File: src/rtl/trm_pkg.sv
// Shared package of the tiny register machine execute block.
// Holds field widths, parameter defaults, opcode and state types and index helpers.
// No dependencies.
`timescale 1ns / 1ps
`default_nettype none

package trm_pkg;

  // Defaults for the top-level parameters.
  localparam int MEM_DEPTH_DEF = 1024;
  localparam int REG_COUNT_DEF = 4;
  localparam int PC_BITS_DEF   = 16;

  // Fixed widths of the word fields.
  localparam int DATA_W    = 32;
  localparam int IMM_W     = 16;
  localparam int OP_W      = 4;
  localparam int REG_SEL_W = 2;
  localparam int ADDR_IN_W = 10;
  localparam int TARGET_W  = 16;
  localparam int NPC_W     = 16;

  typedef enum logic [OP_W-1:0] {
    OP_MOVR  = 4'd0,
    OP_MOVI  = 4'd1,
    OP_ADDR  = 4'd2,
    OP_ADDI  = 4'd3,
    OP_SUBR  = 4'd4,
    OP_SUBI  = 4'd5,
    OP_MULR  = 4'd6,
    OP_MULI  = 4'd7,
    OP_DIVR  = 4'd8,
    OP_DIVI  = 4'd9,
    OP_LOAD  = 4'd10,
    OP_STORE = 4'd11,
    OP_JMP   = 4'd12,
    OP_JMPZ  = 4'd13
  } op_t;

  typedef enum logic [2:0] {
    ST_CLEAR,
    ST_IDLE,
    ST_OPER,
    ST_DIV,
    ST_FIN
  } state_t;

  // Register selector reduced modulo the register count. The selector is below
  // twice any legal count, so one compare and subtract is enough.
  function automatic logic [3:0] reg_index(input logic [REG_SEL_W-1:0] sel, input int count);
    int v;
    v = int'(sel);
    if (v >= count) begin
      v = v - count;
    end
    return 4'(v);
  endfunction

  // Word address reduced modulo the memory depth by restoring subtraction of the
  // depth scaled by 32 down to 1; the quotient never exceeds six bits.
  function automatic logic [ADDR_IN_W-1:0] addr_index(input logic [ADDR_IN_W-1:0] a,
                                                      input int depth);
    int v;
    v = int'(a);
    for (int k = 5; k >= 0; k--) begin
      if (v >= (depth << k)) begin
        v = v - (depth << k);
      end
    end
    return ADDR_IN_W'(v);
  endfunction

endpackage

`default_nettype wire

File: src/rtl/trm_regfile.sv
// Register file of the tiny register machine: one write port, two registered read ports.
// Depends on trm_pkg.
`timescale 1ns / 1ps
`default_nettype none

module trm_regfile
  import trm_pkg::*;
#(
  parameter int DEPTH = REG_COUNT_DEF,
  localparam int IW = $clog2(DEPTH)
) (
  input  logic              clk,
  input  logic              we,
  input  logic [IW-1:0]     waddr,
  input  logic [DATA_W-1:0] wdata,
  input  logic              re,
  input  logic [IW-1:0]     raddr_a,
  input  logic [IW-1:0]     raddr_b,
  output logic [DATA_W-1:0] rdata_a,
  output logic [DATA_W-1:0] rdata_b
);

  logic [DATA_W-1:0] mem [DEPTH];

  always_ff @(posedge clk) begin
    if (we) begin
      mem[waddr] <= wdata;
    end
    if (re) begin
      rdata_a <= mem[raddr_a];
      rdata_b <= mem[raddr_b];
    end
  end

endmodule

`default_nettype wire

File: config.mk
export PLATFORM = sky130hd
export DESIGN_NAME = trm_regfile
export DESIGN_NICKNAME = d
export VERILOG_FILES = /design/src/rtl/trm_pkg.sv /design/src/rtl/trm_regfile.sv
export SDC_FILE = /design/constraint.sdc
export NUM_CORES = 1
export LEC_CHECK = 0
export BUFFER_PORTS_ARGS = -buffer_cell sky130_fd_sc_hd__buf_2
export CAP_MARGIN = 25
export CORE_MARGIN = 10
export CORE_UTILIZATION = 50
export DETAILED_ROUTE_END_ITERATION = 8
export PLACE_DENSITY_LB_ADDON = 0.05
export SYNTH_ARGS = -nofsm -noshare
export SYNTH_HDL_FRONTEND = slang
export SYNTH_SLANG_ARGS = --single-unit
File: constraint.sdc
create_clock -name clk -period 4.6 [get_ports clk]
set_input_delay 0.69 -clock clk [delete_from_list [all_inputs] [get_ports clk]]
set_output_delay 0.69 -clock clk [all_outputs]
set_load 0.01 [all_outputs]
==> impl_metrics.yaml <==
run_status:
  status: "finished clean"
setup_path:
  reg2regPathDepth: 1
  rrSetupSlack_ns: 3.40
  critPathMaxFanout: 25
  r2r-start: "mem[1][30]"
  worst-setup-path-type: "in -> reg"
  crit_path_start_kind: "input port"
  reg2reg_to: "rdata_a[30]"
  cp.required_ns: 4.76
  crit_path_end_kind: "register"
  cp.arrival_ns: 2.28
clocking:
  cts_setup_buffers: 0
  ctsHoldBuffers: 0
  clockBufferDepth: 2
  cts.clk_slew.worst_paths_ns: 0.06
  cts_tree: "built"
  clk_latency_ns: 0.42
  cts.sinks: 192
  clockRootBuffer: "clkbuf_16"
  cts_resized: 0
  cts_made_buffers: 17
  htree_num_levels: 4
min_path:
  timing.hold.worst.start: "wdata[21]"
  hold_path_class: "in -> reg"
  whs_path_depth: 1
  min_to: "mem[3][21]"
power:
  vdd.ir_drop.worst_uv: 237
  power_leakage_uw: 0.00292
  powerDensity_nw_per_um2: 432
  p_sw_uw: 752
  internal_power_uw: 2960
  p_clk_share_pct: 37.0
  seq_power_share_pct: 56.1
  pwr-share-comb_pct: 6.9
  p_sw_share_pct: 20.2
  p_total_uw: 3710
global_route:
  gr-total-overflow: 0
  grt_pass1_wl_um: 20500
  globalRouteTotalUtil_pct: 13.7
  grt_pass1_vias: 3729
  use_met3_pct: 4.54
  grt_max_degree: 36
  grt_use_met2_pct: 24.1
  grt_antenna_before_repair: 2
  grt.busiest_layer: "met2"
  gr-usage-met1_pct: 15.1
sta:
  hold_viol: 0
  tns_ns: 0
  finalCriticalPeriod_ns: 2.13
  worst_pin_slew_ns: 0.932
  finalSetupViolCount: 0
  max_freq_ghz: 0.470
  fin_worst_skew_ns: 0.00370
  fin_crit_sh_pct: 46.3
  rsz0062_at_grt: "no"
  slew_headroom_pct: 37.9
  final_max_slew_viol_count: 0
final_layout:
  drive_gt1_share_pct: 49.4
  layout.nets: 428
  syn2layout_area_growth_pct: 15.8
  multi_input_area_um2: 1500
  register_area_um2: 5770
  layout_commonest_cell: "edfxtp_1"
  fillers: 1062
  layout_common_cells: "edfxtp_1 (192), buf_2 (104), mux4_2 (60)"
  diodes: 0
run:
  maxCapViolCount: 0
logic_synthesis:
  yosys.cell_types.count: 9
  ys_seq_area_share_pct: 77.6
  yosys_warnings: 0
  ys_ff_latch: 192
  netlist_instances: 274
  synth.avg_cell_area_um2: 27.1
  syn_area_um2: 7430
  synth_nets: 315
drt:
  dr.first_iter.drc_count: 146
  routed_via_density: 5.59
  routed_wl_um: 13300
  wl_per_cell_um: 22.7
  ant_nets: 0
  vias: 3258
  drt-pass1-iter-count: 4
  drc: 0
floorplanning:
  die_area_um2: 20100
  core-area_um2: 14500
  fp-row-count: 44
  start_util_pct: 51.1
  die_h_um: 142
  pin_count: 105
  die_w_um: 142
place:
  globalplace.congestion: 0.688
  portBuffers: 104
-- layer usage --
metal	up-vias	routed length (um)
met5	-	7
met4	2	155
met3	15	739
met2	90	7320
met1	1706	5030
li1	1445	-
-- cell usage after synthesis --
cell type | n | area (um^2)
and3_1 | 1 | 6.26
mux4_2 | 60 | 1350
edfxtp_1 | 192 | 5770
nor3b_1 | 1 | 7.51
buf_12 | 6 | 120
and3b_1 | 2 | 17.5
buf_6 | 2 | 22.5
mux4_1 | 4 | 105
buf_2 | 6 | 30.0
-- cell type report --
class                   count  area share, %
well taps                 184           2.68
clock buffers              19           5.04
clock inverters            12           1.40
multi-input cells          68           17.4
flip-flops and latches    192           67.1
repair buffers            108           6.40
-- through the flow --
step | instances | hold WS (ns) | setup WS [ns] | util, % | cell area [um^2]
after floorplan | 274 | 0.611 | 1.04 | - | 7430
after global placement | 552 | 0.619 | 2.00 | 55.3 | 8040
after detailed placement | 552 | 0.629 | 1.98 | 55.3 | 8040
after CTS | 583 | 0.460 | 2.44 | 59.1 | 8600
after global routing | 583 | 0.467 | 2.37 | 59.1 | 8600
final | 583 | 0.484 | 2.47 | 59.1 | 8600
-- state kept, by name (all words and copies together) (netlist names) --
| signal | flops |
|---|---|
| rdata_b | 32 |
| rdata_a | 32 |
| mem | 128 |
-- worst max-delay path by stage --
stage               startpoint     endpoint  slack, ns  cells past startpoint
detailed placement  raddr_b[0]  rdata_b[28]       1.98                      3
finish              raddr_b[0]  rdata_b[27]       2.47                      3
global placement    raddr_b[0]  rdata_b[27]       2.00                      3
floorplan             waddr[1]    mem[0][0]       1.04                      1
CTS                 raddr_b[0]  rdata_b[28]       2.44                      3
global route        raddr_b[0]  rdata_b[27]       2.37                      3
-- logic make-up (layout without fill, tap and decap cells) --
logic type	Yosys count	in the layout	synth area share, %
multiplexers	64	64	19.6
flip-flops	192	192	77.6
buffers and inverters	14	139	2.33
AND/OR/NAND/NOR	4	4	0.421
-- power by group through the flow --
stage          registers, uW  clock network, uW  logic, uW
6_report                2080               1380        255
5_1_grt                 2090               1490        278
4_1_cts                 2080               1410        265
3_5_place_dp            2120                  0        266
3_3_place_gp            2110                  0        261
2_1_floorplan           2130                  0        137
-- critical path, stage by stage --
cell and delay [ns]:
buf_2 0.70, buf_4 0.35, mux4_2 0.52
(Power assumes the default switching activity.)
