`src/rtl/trm_pkg.sv`:
```
// Shared package of the tiny register machine execute block.
// Holds field widths, parameter defaults, opcode and state types and index helpers.
// No dependencies.
`timescale 1ns / 1ps
`default_nettype none

package trm_pkg;

  // Defaults for the top-level parameters.
  localparam int MEM_DEPTH_DEF = 1024;
  localparam int REG_COUNT_DEF = 4;
  localparam int PC_BITS_DEF   = 16;

  // Fixed widths of the word fields.
  localparam int DATA_W    = 32;
  localparam int IMM_W     = 16;
  localparam int OP_W      = 4;
  localparam int REG_SEL_W = 2;
  localparam int ADDR_IN_W = 10;
  localparam int TARGET_W  = 16;
  localparam int NPC_W     = 16;

  typedef enum logic [OP_W-1:0] {
    OP_MOVR  = 4'd0,
    OP_MOVI  = 4'd1,
    OP_ADDR  = 4'd2,
    OP_ADDI  = 4'd3,
    OP_SUBR  = 4'd4,
    OP_SUBI  = 4'd5,
    OP_MULR  = 4'd6,
    OP_MULI  = 4'd7,
    OP_DIVR  = 4'd8,
    OP_DIVI  = 4'd9,
    OP_LOAD  = 4'd10,
    OP_STORE = 4'd11,
    OP_JMP   = 4'd12,
    OP_JMPZ  = 4'd13
  } op_t;

  typedef enum logic [2:0] {
    ST_CLEAR,
    ST_IDLE,
    ST_OPER,
    ST_DIV,
    ST_FIN
  } state_t;

  // Register selector reduced modulo the register count. The selector is below
  // twice any legal count, so one compare and subtract is enough.
  function automatic logic [3:0] reg_index(input logic [REG_SEL_W-1:0] sel, input int count);
    int v;
    v = int'(sel);
    if (v >= count) begin
      v = v - count;
    end
    return 4'(v);
  endfunction

  // Word address reduced modulo the memory depth by restoring subtraction of the
  // depth scaled by 32 down to 1; the quotient never exceeds six bits.
  function automatic logic [ADDR_IN_W-1:0] addr_index(input logic [ADDR_IN_W-1:0] a,
                                                      input int depth);
    int v;
    v = int'(a);
    for (int k = 5; k >= 0; k--) begin
      if (v >= (depth << k)) begin
        v = v - (depth << k);
      end
    end
    return ADDR_IN_W'(v);
  endfunction

endpackage

`default_nettype wire

```
`src/rtl/trm_div.sv`:
```
// Iterative signed divider, one quotient bit per cycle, truncating toward zero.
// Depends on trm_pkg.
`timescale 1ns / 1ps
`default_nettype none

module trm_div
  import trm_pkg::*;
(
  input  logic              clk,
  input  logic              rst,
  input  logic              start,
  input  logic [DATA_W-1:0] dividend,
  input  logic [DATA_W-1:0] divisor,
  output logic              done,
  output logic [DATA_W-1:0] quotient
);

  localparam int CW = $clog2(DATA_W);

  logic              busy;
  logic [CW-1:0]     cnt;
  logic              neg;
  logic [DATA_W-1:0] quo;
  logic [DATA_W-1:0] dvs;
  logic [DATA_W:0]   rem;
  logic [DATA_W:0]   rem_sh;
  logic [DATA_W:0]   rem_dif;

  // The remainder stays below the divisor magnitude, so the shifted value fits
  // and the top bit of the difference is a clean borrow.
  always_comb begin
    rem_sh  = {rem[DATA_W-1:0], quo[DATA_W-1]};
    rem_dif = rem_sh - {1'b0, dvs};
  end

  always_ff @(posedge clk) begin
    if (rst) begin
      busy <= 1'b0;
      done <= 1'b0;
    end else begin
      done <= 1'b0;
      if (start) begin
        busy <= 1'b1;
      end else if (busy && cnt == CW'(DATA_W - 1)) begin
        busy <= 1'b0;
        done <= 1'b1;
      end
    end
  end

  always_ff @(posedge clk) begin
    if (start) begin
      neg <= dividend[DATA_W-1] ^ divisor[DATA_W-1];
      quo <= dividend[DATA_W-1] ? (~dividend + 1'b1) : dividend;
      dvs <= divisor[DATA_W-1] ? (~divisor + 1'b1) : divisor;
      rem <= '0;
      cnt <= '0;
    end else if (busy) begin
      if (!rem_dif[DATA_W]) begin
        rem <= rem_dif;
        quo <= {quo[DATA_W-2:0], 1'b1};
      end else begin
        rem <= rem_sh;
        quo <= {quo[DATA_W-2:0], 1'b0};
      end
      cnt <= cnt + 1'b1;
    end
  end

  assign quotient = neg ? (~quo + 1'b1) : quo;

endmodule

`default_nettype wire

```
`config.mk`:
```
export PLATFORM = sky130hd
export DESIGN_NAME = trm_div
export DESIGN_NICKNAME = d
export VERILOG_FILES = /design/src/rtl/trm_pkg.sv /design/src/rtl/trm_div.sv
export SDC_FILE = /design/constraint.sdc
export NUM_CORES = 1
export LEC_CHECK = 0
export ABC_AREA = 1
export BUFFER_PORTS_ARGS = -buffer_cell sky130_fd_sc_hd__buf_4
export CORE_MARGIN = 2
export CORE_UTILIZATION = 50
export DETAILED_ROUTE_END_ITERATION = 10
export PLACE_DENSITY_LB_ADDON = 0.2
export SYNTH_ARGS = -nofsm -noshare
export SYNTH_HDL_FRONTEND = slang
export SYNTH_SLANG_ARGS = --single-unit
```
`constraint.sdc`:
```
create_clock -name clk -period 4 [get_ports clk]
set_input_delay 1 -clock clk [delete_from_list [all_inputs] [get_ports clk]]
set_output_delay 1 -clock clk [all_outputs]
set_load 0.02 [all_outputs]
```
==> Implementation_results.wiki, run 1 <==
{| class="wikitable"
! Metric !! Value
|-
| Final number of hold-violating endpoints || 0
|-
| Maximum number of pins on one net before global-route repair || 42
|-
| Die span in y || about 140 um
|-
| Antenna violations before repair || 0
|-
| Post-synthesis sequential element count || 104
|-
| Via count of the first global-routing pass || between 8,000 and 9,000
|-
| Fin util || around 58%
|-
| Post-Route Hold Slack || ~0.47 ns
|-
| Finish-stage setup viols || 0
|-
| Final setup skew || 0.0108 ns
|-
| PortBufs || 99
|-
| Die Outline Area || between 15,000 and 20,000 um^2
|-
| Startpoint type of the worst setup path || register
|-
| Critical path required time || ~3.0 ns
|-
| Master cell of the clock root buffer || clkbuf_16
|-
| Worst Setup End Kind || primary output
|-
| Result of the run || completed
|-
| Via count || 8,901
|-
| Sequential-to-total area share from yosys stat || ~30%
|-
| Fmax || ~270 MHz
|-
| CTS Buffer Depth || 2
|-
| Max rail drop VDD || approximately 240 uV
|-
| Post-route antenna net violation count || 0
|-
| Global route overflow || 0
|-
| Critical path arrival || 2.73 ns
|-
| Sum Neg Setup Slack || 0 ns
|-
| Number of gates resized after cts || 0
|-
| Share of synthesized flip-flops with an asynchronous set or reset || 0%
|-
| Fin. max-slew vios || 0
|-
| Critical Path Fanout Max || 3
|-
| RSZ-0062 raised after global routing || no
|-
| Clock tree from TritonCTS || done
|-
| Clock buffers created by TritonCTS || 9
|-
| Routed wire length || ~23,000 um
|-
| Headroom to the max-slew limit || ~47%
|-
| Transition time at the pin with the least slew margin || approximately 0.8 ns
|-
| Count of flip-flops with a built-in enable after synthesis || 65
|-
| Average footprint of a synthesized cell || around 6.3 um^2
|-
| Count of warnings emitted by yosys || 0
|-
| Largest area contributor in the synthesized netlist || edfxtp_1
|-
| All-layer global routing usage || around a quarter
|-
| Post-synth top area share || 21.2%
|-
| Power Density || between 200 and 300 nW/um^2
|-
| Number of distinct library cells after synthesis || 48
|-
| Final #Nets || 1,643
|-
| Met2 Wirelength || 11,200 um
|-
| Hold-fix buffer count after cts || 0
|-
| Class of the most critical setup path || reg -> out
|-
| Cell types with the largest area share after synthesis || edfxtp_1, nand2_1, inv_1, dfxtp_1, xor2_1
|-
| Antenna diode count || 0
|-
| Average detailed-routed wire length per instance || about 13 um
|-
| Type of the most critical hold path || reg -> reg
|-
| Layout cells sized above 1 || ~10%
|-
| Time the final worst path needs with I/O delays and setup || approximately 3.7 ns
|-
| Share of the clock period used by the worst path after layout || 93.2%
|-
| I/O Pins || 100
|-
| Post-Synthesis Net Count || 1,556
|-
| DP HPWL || about 18,000 um
|-
| Clock sink count || approximately 100
|-
| Global-route wire length before repair || approximately 40,000 um
|-
| Met1 wire length || 10,300 um
|-
| 1st-pass router iterations || 5
|-
| Clock Latency Late Sink || roughly 0.36 ns
|-
| X dimension of the die || roughly 140 um
|-
| Post-CTS Setup Bufs || 0
|-
| Post-detailed-route via-to-cell ratio || 5.02
|-
| # Max-Cap Violations || 0
|-
| Level count of the clock H-tree || 3
|-
| Area growth from synthesis to layout || 13.4%
|-
| Combined area of all synthesized cells || between 9000 and 10,000 um^2
|-
| Initial standard-cell utilization of the core || around half
|-
| Final weighted congestion in routability-driven placement || about 0.95
|-
| Ys flop type || edfxtp_1
|-
| Uppermost metal layer occupied by signal nets || met4
|-
| Clock-pin slew of the registers on the worst-case setup and hold paths || 0.08 ns
|-
| Overall power after layout || 3100 uW
|-
| Post-route DRC violation count || 0
|-
| Number of cells produced by synthesis || between 1,000 and 1,500
|-
| Static Leak || between 0.005 and 0.006 uW
|-
| First DRT Iteration DRCs || 544
|-
| Met3 Wirelength || 1230 um
|-
| Standard-cell row count || between 40 and 50
|-
| Area of the core || around 18,000 um^2
|}
[power by group]
part | switching (uW) | internal, uW
combinational | 527 | 319
sequential | 52.2 | 1240
clock | 463 | 507
total | 1040 | 2060
[cell families (layout without fill, tap and decap cells)]
| kind of cell | count (synthesis) | in the layout | synth area share, % |
|---|---|---|---|
| simple gates | 788 | 788 | 36.2 |
| buf+inv | 321 | 413 | 13.7 |
| compound gates | 108 | 108 | 6.39 |
| flops | 104 | 104 | 29.7 |
| xor+xnor | 92 | 92 | 8.75 |
| fa+ha+maj | 38 | 38 | 5.25 |
[per-stage QoR]
step                      setup WS [ns]  instance area, um^2  std cells
final                             0.273                10400       1772
after global routing             0.0702                10400       1772
after CTS                         0.302                10400       1772
after detailed placement          0.723                10100       1756
after global placement            0.748                10100       1756
after floorplan                    1.12                 9210       1451
[worst paths after layout]
| check | start | end | slack [ns] | cells past startpoint |
|---|---|---|---|---|
| worst max register to register | quo[31] | quo[0] | 1.11 | 15 |
| worst max-delay path | quo[0] | quotient[28] | 0.27 | 11 |
| worst min-delay path | rem[8] | rem[8] | 0.47 | 2 |
| worst min register to register | rem[8] | rem[8] | 0.47 | 2 |
[synthesized netlist by cell type (2+ instances only)]
cell	instances
nor3_1	22
clkbuf_1	19
o21ai_0	62
or2_2	2
nand2_4	4
nand2_1	487
buf_6	3
a31oi_1	7
a21o_1	2
xnor2_1	31
xor2_1	61
nand4_1	18
nor2_1	122
buf_2	2
nor2_2	6
nand2_2	16
o31ai_1	5
ha_1	37
buf_4	2
o21ai_1	2
nand3b_1	3
and3_1	2
inv_1	290
nand3_1	91
a21oi_1	23
edfxtp_1	65
nor4_1	4
dfxtp_1	39
and2_1	4
inv_2	2
[critical path: stages, from the launching register on]
cell and delay (ns):
edfxtp_1 0.39, inv_1 0.11, ha_1 0.19, nand3_1 0.13
nor2_1 0.17, nand2_1 0.11, nor2_1 0.18, nand4_1 0.13
o21ai_0 0.40, o21ai_0 0.21, xor2_1 0.18, buf_4 0.17
[final cells by class]
| cell class | count | area [um^2] |
|---|---|---|
| timing repair buffer | 105 | 788 |
| clock buffer | 9 | 225 |
| fill | 1813 | 7580 |
| tap | 229 | 287 |
| clock inverter | 7 | 98.8 |
| inverter | 292 | 1100 |
| multi-input combinational | 1026 | 5210 |
| sequential | 104 | 2730 |
[state kept, by name, indices dropped and copies added, names as in the netlist]
register and flops:
done 1, dvs 32, neg 1, busy 1
quo 32, rem 32, cnt 5
[routing by layer]
metal / GRT usage (%) / vias to the layer above
met5: 0 / -
met4: 7.32 / 0
met3: 4.23 / 40
met2: 43.1 / 230
met1: 29.9 / 3996
li1: - / 4635
[layout by cell type, fill, tap and decap left out, types with 2 or more instances in the layout]
cell type,n
a21o_1,2
a21oi_1,23
a31oi_1,7
and2_1,4
and3_1,2
buf_4,105
clkbuf_16,9
clkinv_8,2
dfxtp_1,39
edfxtp_1,65
ha_1,37
inv_1,290
inv_2,2
inv_8,2
nand2_1,487
nand2_2,16
nand2_4,4
nand3_1,91
nand3b_1,3
nand4_1,18
nor2_1,120
nor2_2,8
nor3_1,22
nor4_1,4
o21ai_0,62
o21ai_1,2
o31ai_1,5
or2_2,2
xnor2_1,31
xor2_1,61
(Power assumes the default switching activity.)
==> inputs of run 2 (changes only) <==
--- a/config.mk
+++ b/config.mk
@@ -10,6 +10,7 @@
 export CORE_MARGIN = 2
 export CORE_UTILIZATION = 50
 export DETAILED_ROUTE_END_ITERATION = 10
+export MAX_ROUTING_LAYER = met4
 export PLACE_DENSITY_LB_ADDON = 0.2
 export SYNTH_ARGS = -nofsm -noshare
 export SYNTH_HDL_FRONTEND = slang
==> run 2 against run 1 <==
Net effect:
- final cell count is the same
- register-to-register slack gained 0.03 ns
- die area is the same
- sequential power is essentially flat
==> Implementation_results.wiki, run 2 (synthesis results as in run 1) <==
{| class="wikitable"
! Metric !! Value
|-
| Result of the run || completed
|-
| Fmax || approximately 270 MHz
|-
| Final number of hold-violating endpoints || 0
|-
| Final #Nets || roughly 1,600
|-
| Post-route antenna net violation count || 0
|-
| Via count of the first global-routing pass || ~8,600
|-
| Final worst-path setup slack || 0.318 ns
|-
| Transition time at the pin with the least slew margin || 0.519 ns
|-
| Sequential cell area || about 2700 um^2
|-
| Type of the most critical hold path || reg -> reg
|-
| Leading cell type in the layout, fill and taps excluded || nand2_1
|-
| Share of the clock period used by the worst path after layout || around 92%
|-
| Headroom to the max-slew limit || about 65%
|-
| CTS Buffer Depth || 2
|-
| Critical Path Start || quo[0]
|-
| Worst Setup End Kind || primary output
|-
| Layout filler cell count || 1,855
|-
| Worst Min Path Start || rem[23]
|-
| Via count || 8,834
|-
| Global-route wire length before repair || slightly below 40,000 um
|-
| Master cell of the clock root buffer || clkbuf_16
|-
| Clock tree from TritonCTS || done
|-
| Critical path arrival || 2.68 ns
|-
| Clock buffers created by TritonCTS || 9
|-
| Final weighted congestion in routability-driven placement || around 0.93
|-
| Critical Path Fanout Max || 3
|-
| Multi-input gate area in the final layout || between 5000 and 6000 um^2
|-
| Static Leak || 0.00549 uW
|-
| Sum Neg Setup Slack || 0 ns
|-
| Hold-fix buffer count after cts || 0
|-
| Number of gates resized after cts || 0
|-
| Pre-CTS setup slack || around 0.75 ns
|-
| Critical path required time || ~3 ns
|-
| Most used cells in the layout excluding fill and tap cells || nand2_1, inv_1, nor2_1
|-
| Die Outline Area || 19,500 um^2
|-
| Fin util || between 50 and 60%
|-
| Clock sink count || around 100
|-
| Die span in y || between 100 and 150 um
|-
| Level count of the clock H-tree || 3
|-
| DP HPWL || between 15,000 and 20,000 um
|-
| Clock-pin slew of the registers on the worst-case setup and hold paths || ~0.08 ns
|-
| Class of the most critical setup path || reg -> out
|-
| X dimension of the die || between 100 and 150 um
|-
| Clock Latency Late Sink || between 0.3 and 0.4 ns
|-
| Layout cells sized above 1 || 10.2%
|-
| Standard-cell row count || 49
|-
| # Max-Cap Violations || 0
|-
| RSZ-0062 raised after global routing || no
|-
| Final setup skew || about 0.0094 ns
|-
| Power Density || between 200 and 300 nW/um^2
|-
| Antenna diode count || 0
|-
| Post-route DRC violation count || 0
|-
| Routed wire length || around 24,000 um
|-
| Standard cell area after detailed placement || slightly above 10,000 um^2
|-
| RR Startpoint || quo[31]
|-
| Global route overflow || 0
|-
| 1st-pass router iterations || 5
|-
| Average detailed-routed wire length per instance || 13.4 um
|-
| Area growth from synthesis to layout || 12.9%
|-
| Time the final worst path needs with I/O delays and setup || about 3.7 ns
|-
| Registers with the most flip-flops || dvs (32), quo (32), rem (32)
|-
| Max rail drop VDD || a little under 200 uV
|-
| Startpoint type of the worst setup path || register
|-
| Final instance area || 10,400 um^2
|-
| Post-CTS Setup Bufs || 0
|-
| First DRT Iteration DRCs || 542
|-
| Maximum number of pins on one net before global-route repair || 44
|-
| Area of the core || 18,000 um^2
|-
| All-layer global routing usage || approximately a quarter
|-
| I/O Pins || 100
|-
| Initial standard-cell utilization of the core || 51.1%
|-
| PortBufs || 99
|-
| Finish-stage setup viols || 0
|-
| Fin. max-slew vios || 0
|-
| Post-detailed-route via-to-cell ratio || ~5.0
|-
| Antenna violations before repair || 0
|}
==> run 2: metrics by stage <==
step                cells  hold slack [ns]  power [uW]
finish               1772            0.475        3020
global route         1772            0.498        3170
CTS                  1772            0.477        3030
detailed placement   1756            0.465        2150
global placement     1756            0.459        2150
floorplan            1451            0.448        1830
==> run 2: power breakdown <==
part	switching, uW	internal [uW]
clock network	444	435
registers	53.4	1240
logic	528	319
==> run 2: final cells by class <==
class                   count  share of cell area [%]
multi-input cells        1026                    50.1
clock inverters             6                   0.481
flip-flops and latches    104                    26.3
repair buffers            105                    7.58
clock buffers              10                    2.20
well taps                 229                    2.76
inverters                 292                    10.5
==> run 2: layer usage <==
| metal | global-route usage [%] | wire (um) | vias up |
|---|---|---|---|
| li1 | - | - | 4640 |
| met3 | 3.85 | 1170 | 42 |
| met5 | - | 0 | - |
| met2 | 43.9 | 11400 | 210 |
| met4 | 7.63 | 538 | 0 |
| met1 | 31.2 | 10600 | 3942 |
==> run 2: worst paths after layout <==
| kind | end | slack [ns] | cells after the start |
|---|---|---|---|
| setup / recovery | quotient[28] | 0.32 | 11 |
| hold reg to reg | rem[23] | 0.47 | 2 |
| setup reg to reg | quo[0] | 1.14 | 15 |
| hold / removal | rem[23] | 0.47 | 2 |
==> run 2: critical path: stages (launching register included) <==
cell,delay [ns]
edfxtp_1,0.40
inv_1,0.11
ha_1,0.18
nand3_1,0.12
nor2_1,0.16
nand2_1,0.10
nor2_1,0.19
nand4_1,0.15
o21ai_0,0.36
o21ai_0,0.21
xor2_1,0.18
buf_4,0.17
==> inputs of run 3 (changes only) <==
--- a/config.mk
+++ b/config.mk
@@ -6,9 +6,10 @@
 export NUM_CORES = 1
 export LEC_CHECK = 0
 export ABC_AREA = 1
-export BUFFER_PORTS_ARGS = -buffer_cell sky130_fd_sc_hd__buf_4
+export BUFFER_PORTS_ARGS = -buffer_cell sky130_fd_sc_hd__buf_2
 export CORE_MARGIN = 2
 export CORE_UTILIZATION = 50
+export CTS_BUF_LIST = sky130_fd_sc_hd__clkbuf_4
 export DETAILED_ROUTE_END_ITERATION = 10
 export MAX_ROUTING_LAYER = met4
 export PLACE_DENSITY_LB_ADDON = 0.2
==> run 3 against run 2 <==
Net effect:
- sequential power hardly changed
- critical path depth unchanged
- first-iteration DRC count down 4.8%
- hold slack better by 0.011 ns
- non-clock buffer count grew 1
- count of clock-buffer cells in the layout down 1
- combinational power is 7.3% lower
==> Implementation_results.wiki, run 3 (synthesis results as in run 1) <==
{| class="wikitable"
! Metric !! Value
|-
| Worst Min Path Start || rem[8]
|-
| Critical path arrival || between 2 and 3 ns
|-
| 1st-pass router iterations || 5
|-
| Share of the clock period used by the worst path after layout || 92.3%
|-
| PortBufs || 99
|-
| Post-route DRC violation count || 0
|-
| Global route overflow || 0
|-
| Sum Neg Setup Slack || 0 ns
|-
| Clock tree from TritonCTS || done
|-
| Level count of the clock H-tree || 3
|-
| Net Sw Frac || between 30% and 40%
|-
| Layout filler cell count || approximately 1,900
|-
| Met1 Use GR || a little over 30%
|-
| # Max-Cap Violations || 0
|-
| Via count || roughly 8,800
|-
| CTS Buffer Depth || 2
|-
| Final std cells w/o fill || between 1,500 and 2,000
|-
| Multi-input gate area in the final layout || 5220 um^2
|-
| Final weighted congestion in routability-driven placement || ~0.98
|-
| First DRT Iteration DRCs || around 520
|-
| Maximum number of pins on one net before global-route repair || 41
|-
| Via count of the first global-routing pass || roughly 8,400
|-
| RR Startpoint || quo[31]
|-
| Met3 Track Usage GR || under 10%
|-
| Clock sink count || roughly 100
|-
| Result of the run || completed
|-
| DP HPWL || 18,300 um
|-
| Standard-cell row count || slightly below 50
|-
| Class of the most critical setup path || reg -> out
|-
| Global-route wire length before repair || between 30,000 and 40,000 um
|-
| Antenna violations before repair || 4
|-
| Fraction of power consumed by combinational cells || between 20% and 30%
|-
| Post-Route Hold Slack || approximately 0.5 ns
|-
| Ordered cell list for the critical path || inv_1, ha_1, nand3_1, nor2_1, nand2_1, nor2_1, nand4_1, o21ai_2, o21ai_0, xor2_1, buf_2
|-
| Post-CTS Setup Bufs || 0
|-
| Area of the core || about 18,000 um^2
|-
| Clock Latency Late Sink || 0.50 ns
|-
| Cell internal pwr || between 1500 and 2000 uW
|-
| Clock share of power || 24.2%
|-
| Registers with the most flip-flops || dvs (32), quo (32), rem (32)
|-
| Sequential cell area || 2730 um^2
|-
| Worst Setup End Kind || primary output
|-
| Post-route antenna net violation count || 0
|-
| Switching component of the power || just under 1000 uW
|-
| All-layer global routing usage || approximately a quarter
|-
| Layout cells sized above 1 || between 10% and 20%
|-
| Clock buffers created by TritonCTS || 9
|-
| Finish-stage setup viols || 0
|-
| Critical Path Fanout Max || 3
|-
| Master cell of the clock root buffer || clkbuf_4
|-
| Cell seen most often among critical-path stages || nor2_1
|-
| CP max stage cell || edfxtp_1
|-
| Sequential power share || a little under half
|-
| Grt met2 use || around two fifths
|-
| Critical Path Start || quo[1]
|-
| Pre-CTS setup slack || ~0.74 ns
|-
| Final number of hold-violating endpoints || 0
|-
| Post-detailed-route via-to-cell ratio || between 4 and 5
|-
| Power Density || about 270 nW/um^2
|-
| Type of the most critical hold path || reg -> reg
|-
| Clock-pin slew of the registers on the worst-case setup and hold paths || between 0.15 and 0.2 ns
|-
| Time the final worst path needs with I/O delays and setup || roughly 3.7 ns
|-
| Final #Nets || about 1,600
|-
| Total instance count after detailed placement || 1,757
|-
| Routed wire length || between 20,000 and 25,000 um
|-
| Fin util || 55.9%
|-
| X dimension of the die || around 140 um
|-
| I/O Pins || 100
|-
| Die Outline Area || slightly below 20,000 um^2
|-
| Area growth from synthesis to layout || 9.41%
|-
| Average detailed-routed wire length per instance || ~13 um
|-
| Die span in y || between 100 and 150 um
|-
| Startpoint type of the worst setup path || register
|-
| Headroom to the max-slew limit || between 50% and 60%
|-
| Biggest cell delay along the critical path || about 0.44 ns
|-
| Final setup skew || between 0.02 and 0.025 ns
|-
| R2r setup slk || approximately 1.1 ns
|-
| Static Leak || approximately 0.0054 uW
|-
| Number of gates resized after cts || 0
|-
| RSZ-0062 raised after global routing || no
|-
| Initial standard-cell utilization of the core || between 50% and 60%
|-
| GRT busiest layer || met2
|-
| Fin. max-slew vios || 0
|-
| Final worst-path setup slack || around 0.3 ns
|-
| Fmax || roughly 270 MHz
|-
| Most used cells in the layout excluding fill and tap cells || nand2_1, inv_1, nor2_1
|-
| Max rail drop VDD || approximately 150 uV
|-
| Transition time at the pin with the least slew margin || between 0.6 and 0.7 ns
|-
| Hold-fix buffer count after cts || 0
|-
| Leading cell type in the layout, fill and taps excluded || nand2_1
|-
| Critical path required time || 3.00 ns
|}
[run 3: power by group through the flow]
stage	clock [uW]	sequential [uW]	combinational [uW]
after global placement	0	1310	771
final	664	1290	785
after floorplan	0	1300	534
after detailed placement	0	1320	777
after global routing	723	1300	875
after CTS	685	1290	783
[run 3: path summary, 6_finish.rpt]
check / endpoint / cells after the start
hold / removal: rem[8] / 2
setup reg to reg: rem[25] / 17
setup / recovery: quotient[28] / 11
hold reg to reg: rem[8] / 2
[run 3: area by class of cell]
| cell class | count | share of cell area, % |
|---|---|---|
| multi-input cells | 1026 | 51.8 |
| flip-flops and latches | 104 | 27.1 |
| repair buffers | 106 | 5.44 |
| clock inverters | 7 | 1.13 |
| well taps | 229 | 2.85 |
| diodes | 4 | 0.0994 |
| clock buffers | 9 | 0.671 |
| inverters | 292 | 10.9 |
[run 3: routing by layer]
metal,wire (um),up-vias
li1,-,4647
met1,10700,3925
met2,10900,186
met3,967,43
met4,601,0
met5,0,-
[run 3: metrics by stage]
stage / total power (uW) / instance area (um^2)
after global routing: 2900 / 10100
final: 2740 / 10100
after detailed placement: 2090 / 9880
after CTS: 2760 / 10100
after global placement: 2080 / 9880
after floorplan: 1830 / 9210
[run 3: critical path: cells and delay by family, from the launching register on]
| kind | cells | cell delay (ns) |
|---|---|---|
| buf+inv | 2 | 0.30 |
| xor+xnor | 1 | 0.18 |
| compound gates | 2 | 0.34 |
| flops | 1 | 0.44 |
| simple gates | 5 | 0.75 |
| fa+ha+maj | 1 | 0.18 |
